<file path="src/cpt_pkg.sv">
// ----------------------------------------------------------------------------
// Convex polygon point test package
// Shared constants, codes and types for the polygon store and edge walk.
// ----------------------------------------------------------------------------
package cpt_pkg;

   localparam int MAX_VERTICES_DEF = 8;
   localparam int COORD_WIDTH_DEF  = 16;
   localparam int FIELD_W          = 16;
   localparam int KIND_W           = 2;
   localparam int MIN_VERTICES     = 3;

   typedef enum logic [KIND_W-1:0] {
      KIND_CLEAR  = 2'd0,
      KIND_APPEND = 2'd1,
      KIND_TEST   = 2'd2
   } kind_type;

   typedef enum logic [2:0] {
      ST_IDLE,
      ST_LOAD,
      ST_WALK,
      ST_WRAP,
      ST_DRAIN,
      ST_DONE
   } state_type;

   // Outcome of one edge, formed combinationally from the registered products.
   typedef struct packed {
      logic valid;
      logic first;
      logic skip;
      logic above;
   } edge_res_type;

endpackage

</file>
<file path="src/cpt_ram.sv">
// ----------------------------------------------------------------------------
// Generic single-port-write, single-port-read RAM
// One write and one read per cycle; the read data is registered.
// ----------------------------------------------------------------------------
module cpt_ram #(
   parameter int WIDTH = 32,
   parameter int DEPTH = 8
) (
   input  logic                     clock,
   input  logic                     wr_en,
   input  logic [$clog2(DEPTH)-1:0] wr_addr,
   input  logic [WIDTH-1:0]         wr_data,
   input  logic [$clog2(DEPTH)-1:0] rd_addr,
   output logic [WIDTH-1:0]         rd_data
);

   logic [WIDTH-1:0] mem [DEPTH];
   logic [WIDTH-1:0] rd_data_ff;

   always_ff @(posedge clock) begin
      if (wr_en) begin
         mem[wr_addr] <= wr_data;
      end
      rd_data_ff <= mem[rd_addr];
   end

   assign rd_data = rd_data_ff;

endmodule

</file>
<file path="src/cpt_edge_unit.sv">
// ----------------------------------------------------------------------------
// Edge cross product unit
// Forms the edge deltas and both cross product terms, registers them, and
// reports whether the point lies strictly to the left of the edge.
// ----------------------------------------------------------------------------
module cpt_edge_unit #(
   parameter int COORD_WIDTH = cpt_pkg::COORD_WIDTH_DEF
) (
   input  logic                          clock,
   input  logic                          reset,
   input  logic                          edge_valid,
   input  logic                          edge_first,
   input  logic signed [COORD_WIDTH-1:0] xi,
   input  logic signed [COORD_WIDTH-1:0] yi,
   input  logic signed [COORD_WIDTH-1:0] xj,
   input  logic signed [COORD_WIDTH-1:0] yj,
   input  logic signed [COORD_WIDTH-1:0] px,
   input  logic signed [COORD_WIDTH-1:0] py,
   output cpt_pkg::edge_res_type         res
);

   localparam int DW = COORD_WIDTH + 1;
   localparam int PW = 2 * DW;

   logic signed [DW-1:0] dx;
   logic signed [DW-1:0] dy;
   logic signed [DW-1:0] rx;
   logic signed [DW-1:0] ry;
   logic signed [PW-1:0] lhs_in;
   logic signed [PW-1:0] rhs_in;
   logic signed [PW-1:0] lhs_ff;
   logic signed [PW-1:0] rhs_ff;
   logic                 skip_ff;
   logic                 first_ff;
   logic                 valid_ff;

   always_comb begin
      dx     = DW'(xj) - DW'(xi);
      dy     = DW'(yj) - DW'(yi);
      rx     = DW'(px) - DW'(xi);
      ry     = DW'(py) - DW'(yi);
      lhs_in = PW'(ry) * PW'(dx);
      rhs_in = PW'(rx) * PW'(dy);
   end

   always_ff @(posedge clock) begin
      if (reset) begin
         valid_ff <= 1'b0;
      end else begin
         valid_ff <= edge_valid;
      end
      lhs_ff   <= lhs_in;
      rhs_ff   <= rhs_in;
      skip_ff  <= (dx == '0) && (dy == '0);
      first_ff <= edge_first;
   end

   always_comb begin
      res.valid = valid_ff;
      res.first = first_ff;
      res.skip  = skip_ff;
      res.above = lhs_ff > rhs_ff;
   end

endmodule

</file>
<file path="src/convex_polygon_point_test_top.sv">
// ----------------------------------------------------------------------------
// Convex polygon point test
// Stores a polygon in a vertex RAM and tests query points against it by
// walking every edge through a registered cross product unit.
// ----------------------------------------------------------------------------
//
//   Channel  Direction  Handshake              Payload
//   req      in         req_valid / req_ready  req_kind, req_point_x, req_point_y
//   rsp      out        rsp_valid / rsp_ready  rsp_inside_res
//
// Clear and append transactions complete in the cycle they are accepted.
// A test with three or more stored vertices reads one vertex per cycle from the
// RAM into the edge pipeline registers, closes with the edge back to vertex 0,
// waits in a drain check, and then loads the output register and raises
// rsp_valid, returning to idle at the same time. With fewer than three vertices
// the test goes straight to that final step and answers outside.
// One transaction is in flight; a finished test waits while the output register
// is full, and req_ready stays low meanwhile.
// Reset empties the polygon and drops any pending response; the RAM contents
// are not cleared, since no entry at or above the vertex count is ever used.
// ----------------------------------------------------------------------------
module convex_polygon_point_test_top #(
   parameter int MAX_VERTICES = cpt_pkg::MAX_VERTICES_DEF,
   parameter int COORD_WIDTH  = cpt_pkg::COORD_WIDTH_DEF
) (
   input  logic                               clock,
   input  logic                               reset,
   input  logic                               req_valid,
   output logic                               req_ready,
   input  logic [cpt_pkg::KIND_W-1:0]         req_kind,
   input  logic signed [cpt_pkg::FIELD_W-1:0] req_point_x,
   input  logic signed [cpt_pkg::FIELD_W-1:0] req_point_y,
   output logic                               rsp_valid,
   input  logic                               rsp_ready,
   output logic                               rsp_inside_res
);

   localparam int CNT_W  = $clog2(MAX_VERTICES + 1);
   localparam int ADDR_W = $clog2(MAX_VERTICES);
   localparam int RAM_W  = 2 * COORD_WIDTH;

   cpt_pkg::state_type state_ff, state_in;

   logic [CNT_W-1:0]              cnt_ff, cnt_in;
   logic [CNT_W-1:0]              rd_ptr_ff, rd_ptr_in;
   logic                          last_ff, last_in;
   logic signed [COORD_WIDTH-1:0] px_ff, px_in;
   logic signed [COORD_WIDTH-1:0] py_ff, py_in;
   logic signed [COORD_WIDTH-1:0] v0x_ff, v0x_in;
   logic signed [COORD_WIDTH-1:0] v0y_ff, v0y_in;
   logic signed [COORD_WIDTH-1:0] curx_ff, curx_in;
   logic signed [COORD_WIDTH-1:0] cury_ff, cury_in;
   logic signed [COORD_WIDTH-1:0] exi_ff, exi_in;
   logic signed [COORD_WIDTH-1:0] eyi_ff, eyi_in;
   logic signed [COORD_WIDTH-1:0] exj_ff, exj_in;
   logic signed [COORD_WIDTH-1:0] eyj_ff, eyj_in;
   logic                          e_valid_ff, e_valid_in;
   logic                          e_first_ff, e_first_in;
   logic                          edge0_ff, edge0_in;
   logic                          ref_ff, ref_in;
   logic                          ok_ff, ok_in;
   logic                          rsp_valid_ff, rsp_valid_in;
   logic                          rsp_inside_ff, rsp_inside_in;

   logic                          req_fire;
   logic                          ram_wr_en;
   logic [ADDR_W-1:0]             ram_wr_addr;
   logic [ADDR_W-1:0]             ram_rd_addr;
   logic [RAM_W-1:0]              ram_rd_data;
   logic signed [COORD_WIDTH-1:0] req_x;
   logic signed [COORD_WIDTH-1:0] req_y;
   logic signed [COORD_WIDTH-1:0] ram_x;
   logic signed [COORD_WIDTH-1:0] ram_y;
   cpt_pkg::edge_res_type         edge_res;

   // The query coordinates keep their low COORD_WIDTH bits, sign extended
   // when the internal width is larger than the port.
   assign req_x = COORD_WIDTH'(req_point_x);
   assign req_y = COORD_WIDTH'(req_point_y);
   assign ram_x = ram_rd_data[COORD_WIDTH-1:0];
   assign ram_y = ram_rd_data[RAM_W-1:COORD_WIDTH];

   assign req_ready      = (state_ff == cpt_pkg::ST_IDLE);
   assign req_fire       = req_valid && req_ready;
   assign rsp_valid      = rsp_valid_ff;
   assign rsp_inside_res = rsp_inside_ff;
   assign ram_wr_addr    = cnt_ff[ADDR_W-1:0];

   // Vertex store: y in the upper half of each word, x in the lower half.
   cpt_ram #(
      .WIDTH (RAM_W),
      .DEPTH (MAX_VERTICES)
   ) u_vertex_ram (
      .clock   (clock),
      .wr_en   (ram_wr_en),
      .wr_addr (ram_wr_addr),
      .wr_data ({req_y, req_x}),
      .rd_addr (ram_rd_addr),
      .rd_data (ram_rd_data)
   );

   cpt_edge_unit #(
      .COORD_WIDTH (COORD_WIDTH)
   ) u_edge_unit (
      .clock      (clock),
      .reset      (reset),
      .edge_valid (e_valid_ff),
      .edge_first (e_first_ff),
      .xi         (exi_ff),
      .yi         (eyi_ff),
      .xj         (exj_ff),
      .yj         (eyj_ff),
      .px         (px_ff),
      .py         (py_ff),
      .res        (edge_res)
   );

   always_ff @(posedge clock) begin
      if (reset) begin
         state_ff     <= cpt_pkg::ST_IDLE;
         cnt_ff       <= '0;
         e_valid_ff   <= 1'b0;
         rsp_valid_ff <= 1'b0;
      end else begin
         state_ff     <= state_in;
         cnt_ff       <= cnt_in;
         e_valid_ff   <= e_valid_in;
         rsp_valid_ff <= rsp_valid_in;
      end
      rd_ptr_ff     <= rd_ptr_in;
      last_ff       <= last_in;
      px_ff         <= px_in;
      py_ff         <= py_in;
      v0x_ff        <= v0x_in;
      v0y_ff        <= v0y_in;
      curx_ff       <= curx_in;
      cury_ff       <= cury_in;
      exi_ff        <= exi_in;
      eyi_ff        <= eyi_in;
      exj_ff        <= exj_in;
      eyj_ff        <= eyj_in;
      e_first_ff    <= e_first_in;
      edge0_ff      <= edge0_in;
      ref_ff        <= ref_in;
      ok_ff         <= ok_in;
      rsp_inside_ff <= rsp_inside_in;
   end

   always_comb begin
      state_in      = state_ff;
      cnt_in        = cnt_ff;
      rd_ptr_in     = rd_ptr_ff;
      last_in       = last_ff;
      px_in         = px_ff;
      py_in         = py_ff;
      v0x_in        = v0x_ff;
      v0y_in        = v0y_ff;
      curx_in       = curx_ff;
      cury_in       = cury_ff;
      exi_in        = exi_ff;
      eyi_in        = eyi_ff;
      exj_in        = exj_ff;
      eyj_in        = eyj_ff;
      e_valid_in    = 1'b0;
      e_first_in    = e_first_ff;
      edge0_in      = edge0_ff;
      ref_in        = ref_ff;
      ok_in         = ok_ff;
      rsp_valid_in  = rsp_valid_ff;
      rsp_inside_in = rsp_inside_ff;
      ram_wr_en     = 1'b0;
      ram_rd_addr   = rd_ptr_ff[ADDR_W-1:0];

      // A taken response frees the output register.
      if (rsp_valid_ff && rsp_ready) begin
         rsp_valid_in = 1'b0;
      end

      // Fold each finished edge into the verdict. Edge 0 sets the reference
      // direction; a skipped edge 0 leaves the reference at zero.
      if (edge_res.valid && !edge_res.skip) begin
         if (edge_res.first) begin
            ref_in = edge_res.above;
         end else if (edge_res.above != ref_ff) begin
            ok_in = 1'b0;
         end
      end

      case (state_ff)
         cpt_pkg::ST_IDLE: begin
            if (req_fire) begin
               case (req_kind)
                  cpt_pkg::KIND_CLEAR: begin
                     cnt_in = '0;
                  end
                  cpt_pkg::KIND_APPEND: begin
                     if (cnt_ff < CNT_W'(MAX_VERTICES)) begin
                        ram_wr_en = 1'b1;
                        cnt_in    = cnt_ff + CNT_W'(1);
                     end
                  end
                  cpt_pkg::KIND_TEST: begin
                     px_in    = req_x;
                     py_in    = req_y;
                     ref_in   = 1'b0;
                     edge0_in = 1'b1;
                     if (cnt_ff < CNT_W'(cpt_pkg::MIN_VERTICES)) begin
                        ok_in    = 1'b0;
                        state_in = cpt_pkg::ST_DONE;
                     end else begin
                        ok_in       = 1'b1;
                        ram_rd_addr = '0;
                        rd_ptr_in   = CNT_W'(1);
                        last_in     = 1'b0;
                        state_in    = cpt_pkg::ST_LOAD;
                     end
                  end
                  default: begin
                  end
               endcase
            end
         end
         cpt_pkg::ST_LOAD: begin
            // Vertex 0 arrives; keep it for the closing edge.
            v0x_in    = ram_x;
            v0y_in    = ram_y;
            curx_in   = ram_x;
            cury_in   = ram_y;
            last_in   = (rd_ptr_ff == cnt_ff - CNT_W'(1));
            rd_ptr_in = rd_ptr_ff + CNT_W'(1);
            state_in  = cpt_pkg::ST_WALK;
         end
         cpt_pkg::ST_WALK: begin
            e_valid_in = 1'b1;
            e_first_in = edge0_ff;
            edge0_in   = 1'b0;
            exi_in     = curx_ff;
            eyi_in     = cury_ff;
            exj_in     = ram_x;
            eyj_in     = ram_y;
            curx_in    = ram_x;
            cury_in    = ram_y;
            if (last_ff) begin
               state_in = cpt_pkg::ST_WRAP;
            end else begin
               last_in   = (rd_ptr_ff == cnt_ff - CNT_W'(1));
               rd_ptr_in = rd_ptr_ff + CNT_W'(1);
            end
         end
         cpt_pkg::ST_WRAP: begin
            // Closing edge from the last vertex back to vertex 0.
            e_valid_in = 1'b1;
            e_first_in = 1'b0;
            exi_in     = curx_ff;
            eyi_in     = cury_ff;
            exj_in     = v0x_ff;
            eyj_in     = v0y_ff;
            state_in   = cpt_pkg::ST_DRAIN;
         end
         cpt_pkg::ST_DRAIN: begin
            if (!e_valid_ff && !edge_res.valid) begin
               state_in = cpt_pkg::ST_DONE;
            end
         end
         cpt_pkg::ST_DONE: begin
            if (!rsp_valid_ff || rsp_ready) begin
               rsp_valid_in  = 1'b1;
               rsp_inside_in = ok_ff;
               state_in      = cpt_pkg::ST_IDLE;
            end
         end
         default: begin
            state_in = cpt_pkg::ST_IDLE;
         end
      endcase
   end

`ifndef SYNTHESIS
   // The vertex count never passes the polygon capacity.
   assert property (@(posedge clock) disable iff (reset)
      cnt_ff <= CNT_W'(MAX_VERTICES))
      else $error("vertex count exceeds capacity");

   // A new response is only produced by the final step of a test.
   assert property (@(posedge clock) disable iff (reset)
      (rsp_valid_ff && !$past(rsp_valid_ff)) |-> $past(state_ff == cpt_pkg::ST_DONE))
      else $error("response raised outside the final step");

   // While idle, no edge is left in the cross product pipeline.
   assert property (@(posedge clock) disable iff (reset)
      (state_ff == cpt_pkg::ST_IDLE) |-> (!e_valid_ff && !edge_res.valid))
      else $error("edge pipeline busy while idle");

   // The vertex RAM is written only by an accepted append.
   assert property (@(posedge clock) disable iff (reset)
      ram_wr_en |-> (req_fire && (req_kind == cpt_pkg::KIND_APPEND)))
      else $error("vertex RAM written outside an append");

   // The closing edge is formed only after the last vertex was seen.
   assert property (@(posedge clock) disable iff (reset)
      (state_ff == cpt_pkg::ST_WRAP) |-> $past(state_ff == cpt_pkg::ST_WALK && last_ff))
      else $error("closing edge formed before the last vertex");
`endif

endmodule

</file>
<file path="config.mk">
export PLATFORM = sky130hd
export DESIGN_NAME = convex_polygon_point_test_top
export DESIGN_NICKNAME = d
export VERILOG_FILES = /design/src/cpt_pkg.sv /design/src/cpt_ram.sv /design/src/cpt_edge_unit.sv /design/src/convex_polygon_point_test_top.sv
export SDC_FILE = /design/constraint.sdc
export NUM_CORES = 2
export LEC_CHECK = 0
export BUFFER_PORTS_ARGS = -buffer_cell sky130_fd_sc_hd__clkbuf_2
export CELL_PAD_IN_SITES_DETAIL_PLACEMENT = 0
export CELL_PAD_IN_SITES_GLOBAL_PLACEMENT = 2
export CORE_AREA = 2 2 333 335
export DETAILED_ROUTE_END_ITERATION = 8
export DIE_AREA = 0 0 335 337
export PLACE_DENSITY = 0.82
export SLEW_MARGIN = 20
export SYNTH_ARGS = -nofsm -noshare
export SYNTH_HDL_FRONTEND = slang
export SYNTH_SLANG_ARGS = --single-unit
</file>
<file path="constraint.sdc">
create_clock -name clock -period 8.7 [get_ports clock]
set_input_delay 0.435 -clock clock [delete_from_list [all_inputs] [get_ports clock]]
set_output_delay 0.435 -clock clock [all_outputs]
set_load 0.02 [all_outputs]
</file>
# --- Word level (Yosys, flattened, before mapping) ---
# Memories as Yosys holds them, arrays and structs flattened. A register that Yosys moved wholly into a read port is not among the register bits.
# Index checks and enable logic that the tools add are counted.
word_totals:
  regBits: 250
  latch_bits: 0
  ram_bits: 256
  romBits: 0
  elab_cells: 134
  n_memories: 1
mem_list:
  columns: ["memory", "words", "word_bits", "rd", "rd_clocked_by_memory_dff", "wr", "line", "source"]
  rows:
  - ["u_vertex_ram.mem", 8, 32, 1, 1, 1, "cpt_ram.sv:17", "logic [WIDTH-1:0] mem [DEPTH];"]
classes:
  n_addsub: 7
  mul: 2
  n_div: 0
  order_cmp: 3
  eq_ne: 17
  shift: 0
  mux: 51
  n_bitwise: 0
  n_reduce_logical: 27
op_table:
  columns: ["op", "count"]
  rows:
  - ["multiplier 17 x 17 -> 34 bit", 2]
  - ["subtractor 16 x 16 -> 17 bit", 4]
  - ["one-hot mux 16 bit (2 select lines)", 2]
  - ["greater-than comparator 34 bit", 1]
  - ["logical NOT 17 bit", 2]
  - ["2-to-1 mux 3 bit", 10]
  - ["2-to-1 mux 1 bit", 28]
  - ["2-to-1 mux 4 bit", 5]
  - ["one-hot mux 3 bit (6 select lines)", 1]
  - ["!= test 2 bit, second input constant", 6]
  - ["one-hot mux 4 bit (3 select lines)", 1]
  - ["AND reduction 5 bit", 2]
  - ["adder 4 x 1 -> 4 bit, second input constant", 2]
  - ["one-hot mux 4 bit (2 select lines)", 1]
  - ["AND reduction 4 bit", 2]
  - ["equality test 3 x 2 -> 1 bit, second input constant", 2]
  - ["equality test 3 bit, second input constant", 2]
  - ["AND reduction 3 bit", 2]
  - ["nonzero test 2 bit", 3]
  - ["logical AND 1 bit", 5]
  - ["equality test 4 bit", 1]
  - ["logical NOT 1 bit", 4]
  - ["less-than comparator 4 x 2 -> 1 bit, second input constant", 1]
  - ["less-than comparator 4 bit, second input constant", 1]
  - ["other kinds (14)", 17]

# --- Longest topological paths before layout ---
depth:
  word_depth: 8
  depth_mapped: 33
  depth_no_buf: 33

# --- Modules after synthesis ---
# From an unflattened synthesis, not the netlist that was laid out.
hier_totals:
  hier_cells: 3715
  area_unflattened_um2: 43242.7
by_module_without_submodules:
  columns: ["mod", "n_inst", "cells_each", "area_each_um2", "seq_area_each_um2"]
  rows:
  - ["cpt_edge_unit", 1, 2995, 26524.2, 1421.4]
  - ["cpt_ram", 1, 415, 10466.3, 8328.0]
  - ["convex_polygon_point_test_top", 1, 305, 6252.2, 5265.0]

# --- Worst setup path before layout ---
# Ideal clock, no wire load.
synth_timing:
  path_kind: "reg2reg"
  startpoint: "register exi_ff[1]"
  endpoint: "register u_edge_unit.rhs_ff[31]"
  setup_time_ns: 0.134
  arrival_ns: 7.873
  slack_ns: 0.693
  stages_incl_launch_ff: 33
  path_buffers: 2
  period_less_slack_ns: 8.007
  cell_sequence: "edfxtp_1 inv_1 ha_1 nor2b_1 o31a_1 o311ai_0 nand3_1 a311o_1 a21oi_1 xnor2_1 clkbuf_1 nand2_1 fa_1 inv_1 fa_1 inv_1 fa_1 inv_1 fa_1 fa_1 inv_1 fa_1 inv_1 ha_1 clkbuf_1 and3_1 and3_1 nand3_1 nor3_1 a21oi_1 a21oi_1 nor4b_1 or4_1"
synth_via:
  elab_chain_cells: 2
synth_lines:
  columns: ["item", "line", "source"]
  rows:
  - ["start: declaration", "convex_polygon_point_test_top.sv:53", "logic signed [COORD_WIDTH-1:0] exi_ff, exi_in;"]
  - ["start signal: assignment", "convex_polygon_point_test_top.sv:138", "exi_ff <= exi_in;"]
  - ["subtractor 16 x 16 -> 17 bit", "cpt_edge_unit.sv:40", "rx = DW'(px) - DW'(xi);"]
  - ["multiplier 17 x 17 -> 34 bit", "cpt_edge_unit.sv:43", "rhs_in = PW'(rx) * PW'(dy);"]
  - ["via u_edge_unit.rhs_in[31]", "cpt_edge_unit.sv:30", "logic signed [PW-1:0] rhs_in;"]
  - ["end signal: assignment", "cpt_edge_unit.sv:53", "rhs_ff <= rhs_in;"]
  - ["end: declaration", "cpt_edge_unit.sv:32", "logic signed [PW-1:0] rhs_ff;"]
# The timed path passes the listed nets, and every way through them passes these cells.
# A chain may end at the register's enable or synchronous reset.

# --- Worst setup path after layout ---
layout_timing:
  startpoint: "register exi_ff[0]"
  endpoint: "register u_edge_unit.lhs_ff[27]"
layout_via:
  elab_chain_cells: 2
layout_lines:
  columns: ["item", "line", "source"]
  rows:
  - ["subtractor 16 x 16 -> 17 bit", "cpt_edge_unit.sv:38", "dx = DW'(xj) - DW'(xi);"]
  - ["multiplier 17 x 17 -> 34 bit", "cpt_edge_unit.sv:42", "lhs_in = PW'(ry) * PW'(dx);"]
  - ["via u_edge_unit.lhs_in[27]", "cpt_edge_unit.sv:29", "logic signed [PW-1:0] lhs_in;"]
  - ["end signal: assignment", "cpt_edge_unit.sv:52", "lhs_ff <= lhs_in;"]
  - ["end: declaration", "cpt_edge_unit.sv:31", "logic signed [PW-1:0] lhs_ff;"]
# The timed path passes the listed nets, and every way through them passes these cells.

==> run summary <==
The flow ran to the end, and the final reports show no timing, DRC or antenna violations. Once layout is complete, the cells apart from fillers number 5409. Derived from the worst setup path, the maximum achievable clock frequency is ~0.12 GHz. Synthesis produced 3783 cells.

The global-route usage over all layers came out at between 20% and 30%. Measured in cells, the most critical reg-to-reg path has a length of 28. Once the floorplan was initialized, standard cells occupied between 30% and 40% of the core. The share of the synthesized area in the top cell type came out at approximately 29%.

The most frequently used cell type in the post-synthesis netlist is sky130_fd_sc_hd__inv_1. The area of the die is approximately 0.11 mm2. The fraction of layout cells with a size suffix above 1 came out at between 10% and 20%. The final setup skew is 0.0285 ns. Pin placement for this block handled between 40 and 50 I/O pins. For flop-to-flop paths, the worst setup slack is roughly 0.40 ns. The routed wire length came out at 110000 um. Yosys printed 0 warnings. The synthesized design spends more area on one cell type than any other, namely sky130_fd_sc_hd__edfxtp_1.

For the final routed database, the setup TNS stands at 0 ns. The sink count of the clock tree is roughly 540. The number of global-route vias before repair came out at between 20000 and 30000. The required time at the worst-slack endpoint came out at around 9.3 ns. The CTS buffer count is 57. TritonCTS built the clock tree. The worst hold slack across all endpoints came out at 0.0975 ns. In this run, the number of DRC markers left after iteration 0 of detailed routing was between 1500 and 2000.

The floorplan has between 100 and 150 rows. The diode insertion count for antenna repair came out at 0. After clock tree synthesis, the clock-pin slew on the worst setup and hold paths is about 0.060 ns. The count of different cell masters after synthesis is between 80 and 90. The path class of the lowest-slack min-delay path is in2reg. Input and output buffers added on the ports amount to 40.

The number of enable-type register cells in the synthesized netlist came out at 424. The setup path with the least slack is of type reg2reg. The growth of design area from synthesis to finish came out at 11.1%.

The clock insertion delay at the later pin of the skew report is between 0.6 and 0.7 ns. STA classifies the critical path startpoint as a flop. Including well taps, the total number of placed cells is roughly 5300.

The launching point of the worst reg2reg path is exi_ff[0]$_DFFE_PP_. For the pin with the worst max-slew slack, the measured transition is between 1 and 1.5 ns. The total via count in the routed design is 27300. The worst-case headroom to the max-slew limit is 23.3%. The average wire per standard cell is around 20 um.

Among all flip-flop cells after synthesis, the most frequent one is sky130_fd_sc_hd__edfxtp_1. The clock period minus final worst setup slack is roughly 8.3 ns. The number of buffers inserted to repair setup after CTS came out at 0. Dividing the detail-routed via count by the number of cells gives approximately 5.0. Summing every instance area after synthesis gives 0.0435 mm2. The die height came out at ~340 um. The first global-routing pass estimated 172000 um of wire. The maximum single-stage delay on the critical path is ~0.70 ns. Of all flip-flops after synthesis, the portion carrying an async set or reset was 0%. The clock root buffer is sky130_fd_sc_hd__clkbuf_16. The launch point of the worst hold path is req_point_y[10]. The number of antenna violations at the first check in global routing is 0. The cell with the largest stage delay on the worst path is sky130_fd_sc_hd__xnor2_1. The total iterations of the first detailed-routing run came out at 7. The final RePlAce weighted congestion is between 0.8 and 0.9. The largest net degree at the start of global routing is 68. The synthesized design contains roughly 540 register bits. The longest clock path from root to sink contains 3 buffers. Setup violations remaining at the end of the flow were counted as 0. The fraction of the yosys area taken by sequential cells came out at between 30 and 40%. Measured along the x axis, the die boundary spans between 300 and 400 um.

The number of pins with negative max-slew slack in the final report is 0. The largest fanout on the critical path is 6. In this run, post-CTS hold repair placed 0 buffers. The portion of the clock cycle consumed by the worst path in the final layout came out at a little over nine tenths.

The number of gates resized after cts came out at 1. The most numerous cell type found on the critical path is sky130_fd_sc_hd__fa_1. The number of max-capacitance violations reported came out at 0.

The hold violation total from the final report is 0. The total half-perimeter wirelength after legalization and detailed placement came out at between 80000 and 90000 um. The synthesized netlist net count came out at 4688. In the final design database the tool counted between 4000 and 5000 nets. The average instance in the mapped netlist occupies ~11 um2. The worst hold path terminates at py_ff[10]$_DFFE_PP_.

For this run, design rule violations remaining after detail routing come to 0. Summed over all layers, the global routing overflow is 0. Ranked by instance count, the synthesized netlist is headed by sky130_fd_sc_hd__inv_1, sky130_fd_sc_hd__fa_1, sky130_fd_sc_hd__edfxtp_1. The number of levels the H-tree was split into is 2. The floorplan core area came out at approximately 0.11 mm2. The data arrival time of the critical path came out at 8.87 ns. In this run the critical register-to-register path is captured at u_edge_unit.lhs_ff[27]$_DFF_P_.

Cells fill ~44% of the core in the end. Sorting the synthesized cells by area gives the leading types as sky130_fd_sc_hd__edfxtp_1, sky130_fd_sc_hd__fa_1, sky130_fd_sc_hd__ha_1, sky130_fd_sc_hd__inv_1, sky130_fd_sc_hd__dfxtp_1. The number of nets with antenna violations after detailed routing is 0. The capturing element type of the critical path is a flop. The worst hold path depth is 1.
-- logic make-up (layout without fill, tap and decap cells) --
group / Yosys count / after routing / synth area share (%)
and+or+nand+nor: 941 / 941 / 9.90
buffers and inverters: 816 / 1016 / 7.08
xor gates and xnor gates: 134 / 134 / 2.72
DFF: 538 / 538 / 34.5
adders and majority gates: 867 / 867 / 35.2
muxes: 137 / 137 / 5.18
AOI/OAI and AO/OA: 350 / 350 / 5.36
-- how the worst max path moves through the flow --
stage / end / startpoint
6_report: u_edge_unit.lhs_ff[27]$_DFF_P_ / exi_ff[0]$_DFFE_PP_
3_3_place_gp: u_edge_unit.rhs_ff[31]$_DFF_P_ / exi_ff[1]$_DFFE_PP_
5_1_grt: u_edge_unit.rhs_ff[31]$_DFF_P_ / exi_ff[1]$_DFFE_PP_
2_1_floorplan: u_edge_unit.rhs_ff[31]$_DFF_P_ / exi_ff[1]$_DFFE_PP_
3_5_place_dp: u_edge_unit.rhs_ff[31]$_DFF_P_ / px_ff[1]$_DFFE_PP_
4_1_cts: u_edge_unit.rhs_ff[31]$_DFF_P_ / px_ff[1]$_DFFE_PP_
-- metrics by stage --
step	cell area, um2	setup slack (ns)
after global placement	46300	0.117
after detailed placement	46400	0.0232
after global routing	48300	-0.00993
after CTS	48300	0.0349
final	48300	0.401
after floorplan	43500	0.693
-- layout make-up --
cell class,instances,area (um2)
Fill cell,10300,61300
Multi-Input combinational cell,2429,25600
Sequential cell,538,15000
Inverter,722,2710
Tap cell,1426,1780
Clock buffer,74,1560
Timing Repair Buffer,186,1330
Clock inverter,34,330
-- critical path: cells and delay by family (launching register included) --
kind | cells | cell delay [ns]
AO/OA/AOI/OAI | 8 | 1.52
AND/OR/NAND/NOR | 6 | 1.54
XOR/XNOR | 1 | 0.70
adder cells (fa/ha/maj) | 9 | 3.91
flip-flops | 1 | 0.40
buffers and inverters | 4 | 0.21
-- flip-flops by register name, summed over array words and instances, names as in the netlist, 16 cells and up --
| signal | count |
|---|---|
| curx_ff | 16 |
| cury_ff | 16 |
| exi_ff | 16 |
| exj_ff | 16 |
| eyi_ff | 16 |
| eyj_ff | 16 |
| px_ff | 16 |
| py_ff | 16 |
| u_edge_unit.lhs_ff | 34 |
| u_edge_unit.rhs_ff | 34 |
| u_vertex_ram.mem | 256 |
| u_vertex_ram.rd_data | 32 |
| v0x_ff | 16 |
| v0y_ff | 16 |
-- layout by cell type (no fill, tap or decap), types with 9 or more instances in the layout --
cell                        Yosys  routed
sky130_fd_sc_hd__clkbuf_2       0      40
sky130_fd_sc_hd__nand4_1       10      10
sky130_fd_sc_hd__buf_4          0     143
sky130_fd_sc_hd__or3_1         12      12
sky130_fd_sc_hd__o21a_1        22      22
sky130_fd_sc_hd__inv_1        721     721
sky130_fd_sc_hd__nand2_1      361     360
sky130_fd_sc_hd__edfxtp_1     424     424
sky130_fd_sc_hd__nor2_1       274     268
sky130_fd_sc_hd__or2_2         13      13
sky130_fd_sc_hd__o21ai_0       56      56
sky130_fd_sc_hd__fa_1         596     596
sky130_fd_sc_hd__a211oi_1      20      18
sky130_fd_sc_hd__and2_1        70      69
sky130_fd_sc_hd__xor2_1        42      41
sky130_fd_sc_hd__xnor2_2        1      12
sky130_fd_sc_hd__a21o_1        42      42
sky130_fd_sc_hd__nand2b_1      35      35
sky130_fd_sc_hd__mux4_2        64      64
sky130_fd_sc_hd__dfxtp_1      114     114
sky130_fd_sc_hd__ha_1         271     270
sky130_fd_sc_hd__mux2i_1        9       9
sky130_fd_sc_hd__a31oi_1       14      14
sky130_fd_sc_hd__nor3_1        28      25
sky130_fd_sc_hd__clkbuf_1      84      11
sky130_fd_sc_hd__nand3_1       39      39
sky130_fd_sc_hd__clkbuf_16      0      58
sky130_fd_sc_hd__a21oi_1      104     101
sky130_fd_sc_hd__o211ai_1      10      10
sky130_fd_sc_hd__clkinv_2       0      10
sky130_fd_sc_hd__and3_1        18      18
sky130_fd_sc_hd__xnor2_1       91      80
sky130_fd_sc_hd__mux2_2        64      64
sky130_fd_sc_hd__nor2b_1       39      38
-- metal layers --
metal  track usage, %  up-vias  routed length, um
li1                 -    12600                  -
met1             27.5    14000              49200
met2             34.2      596              53900
met3             1.94      132               4250
met4             5.30        0               3090
met5                0        -                  0
Power is not shown: default switching activity piles up to over one toggle a cycle in this logic, so the estimate is an artifact.
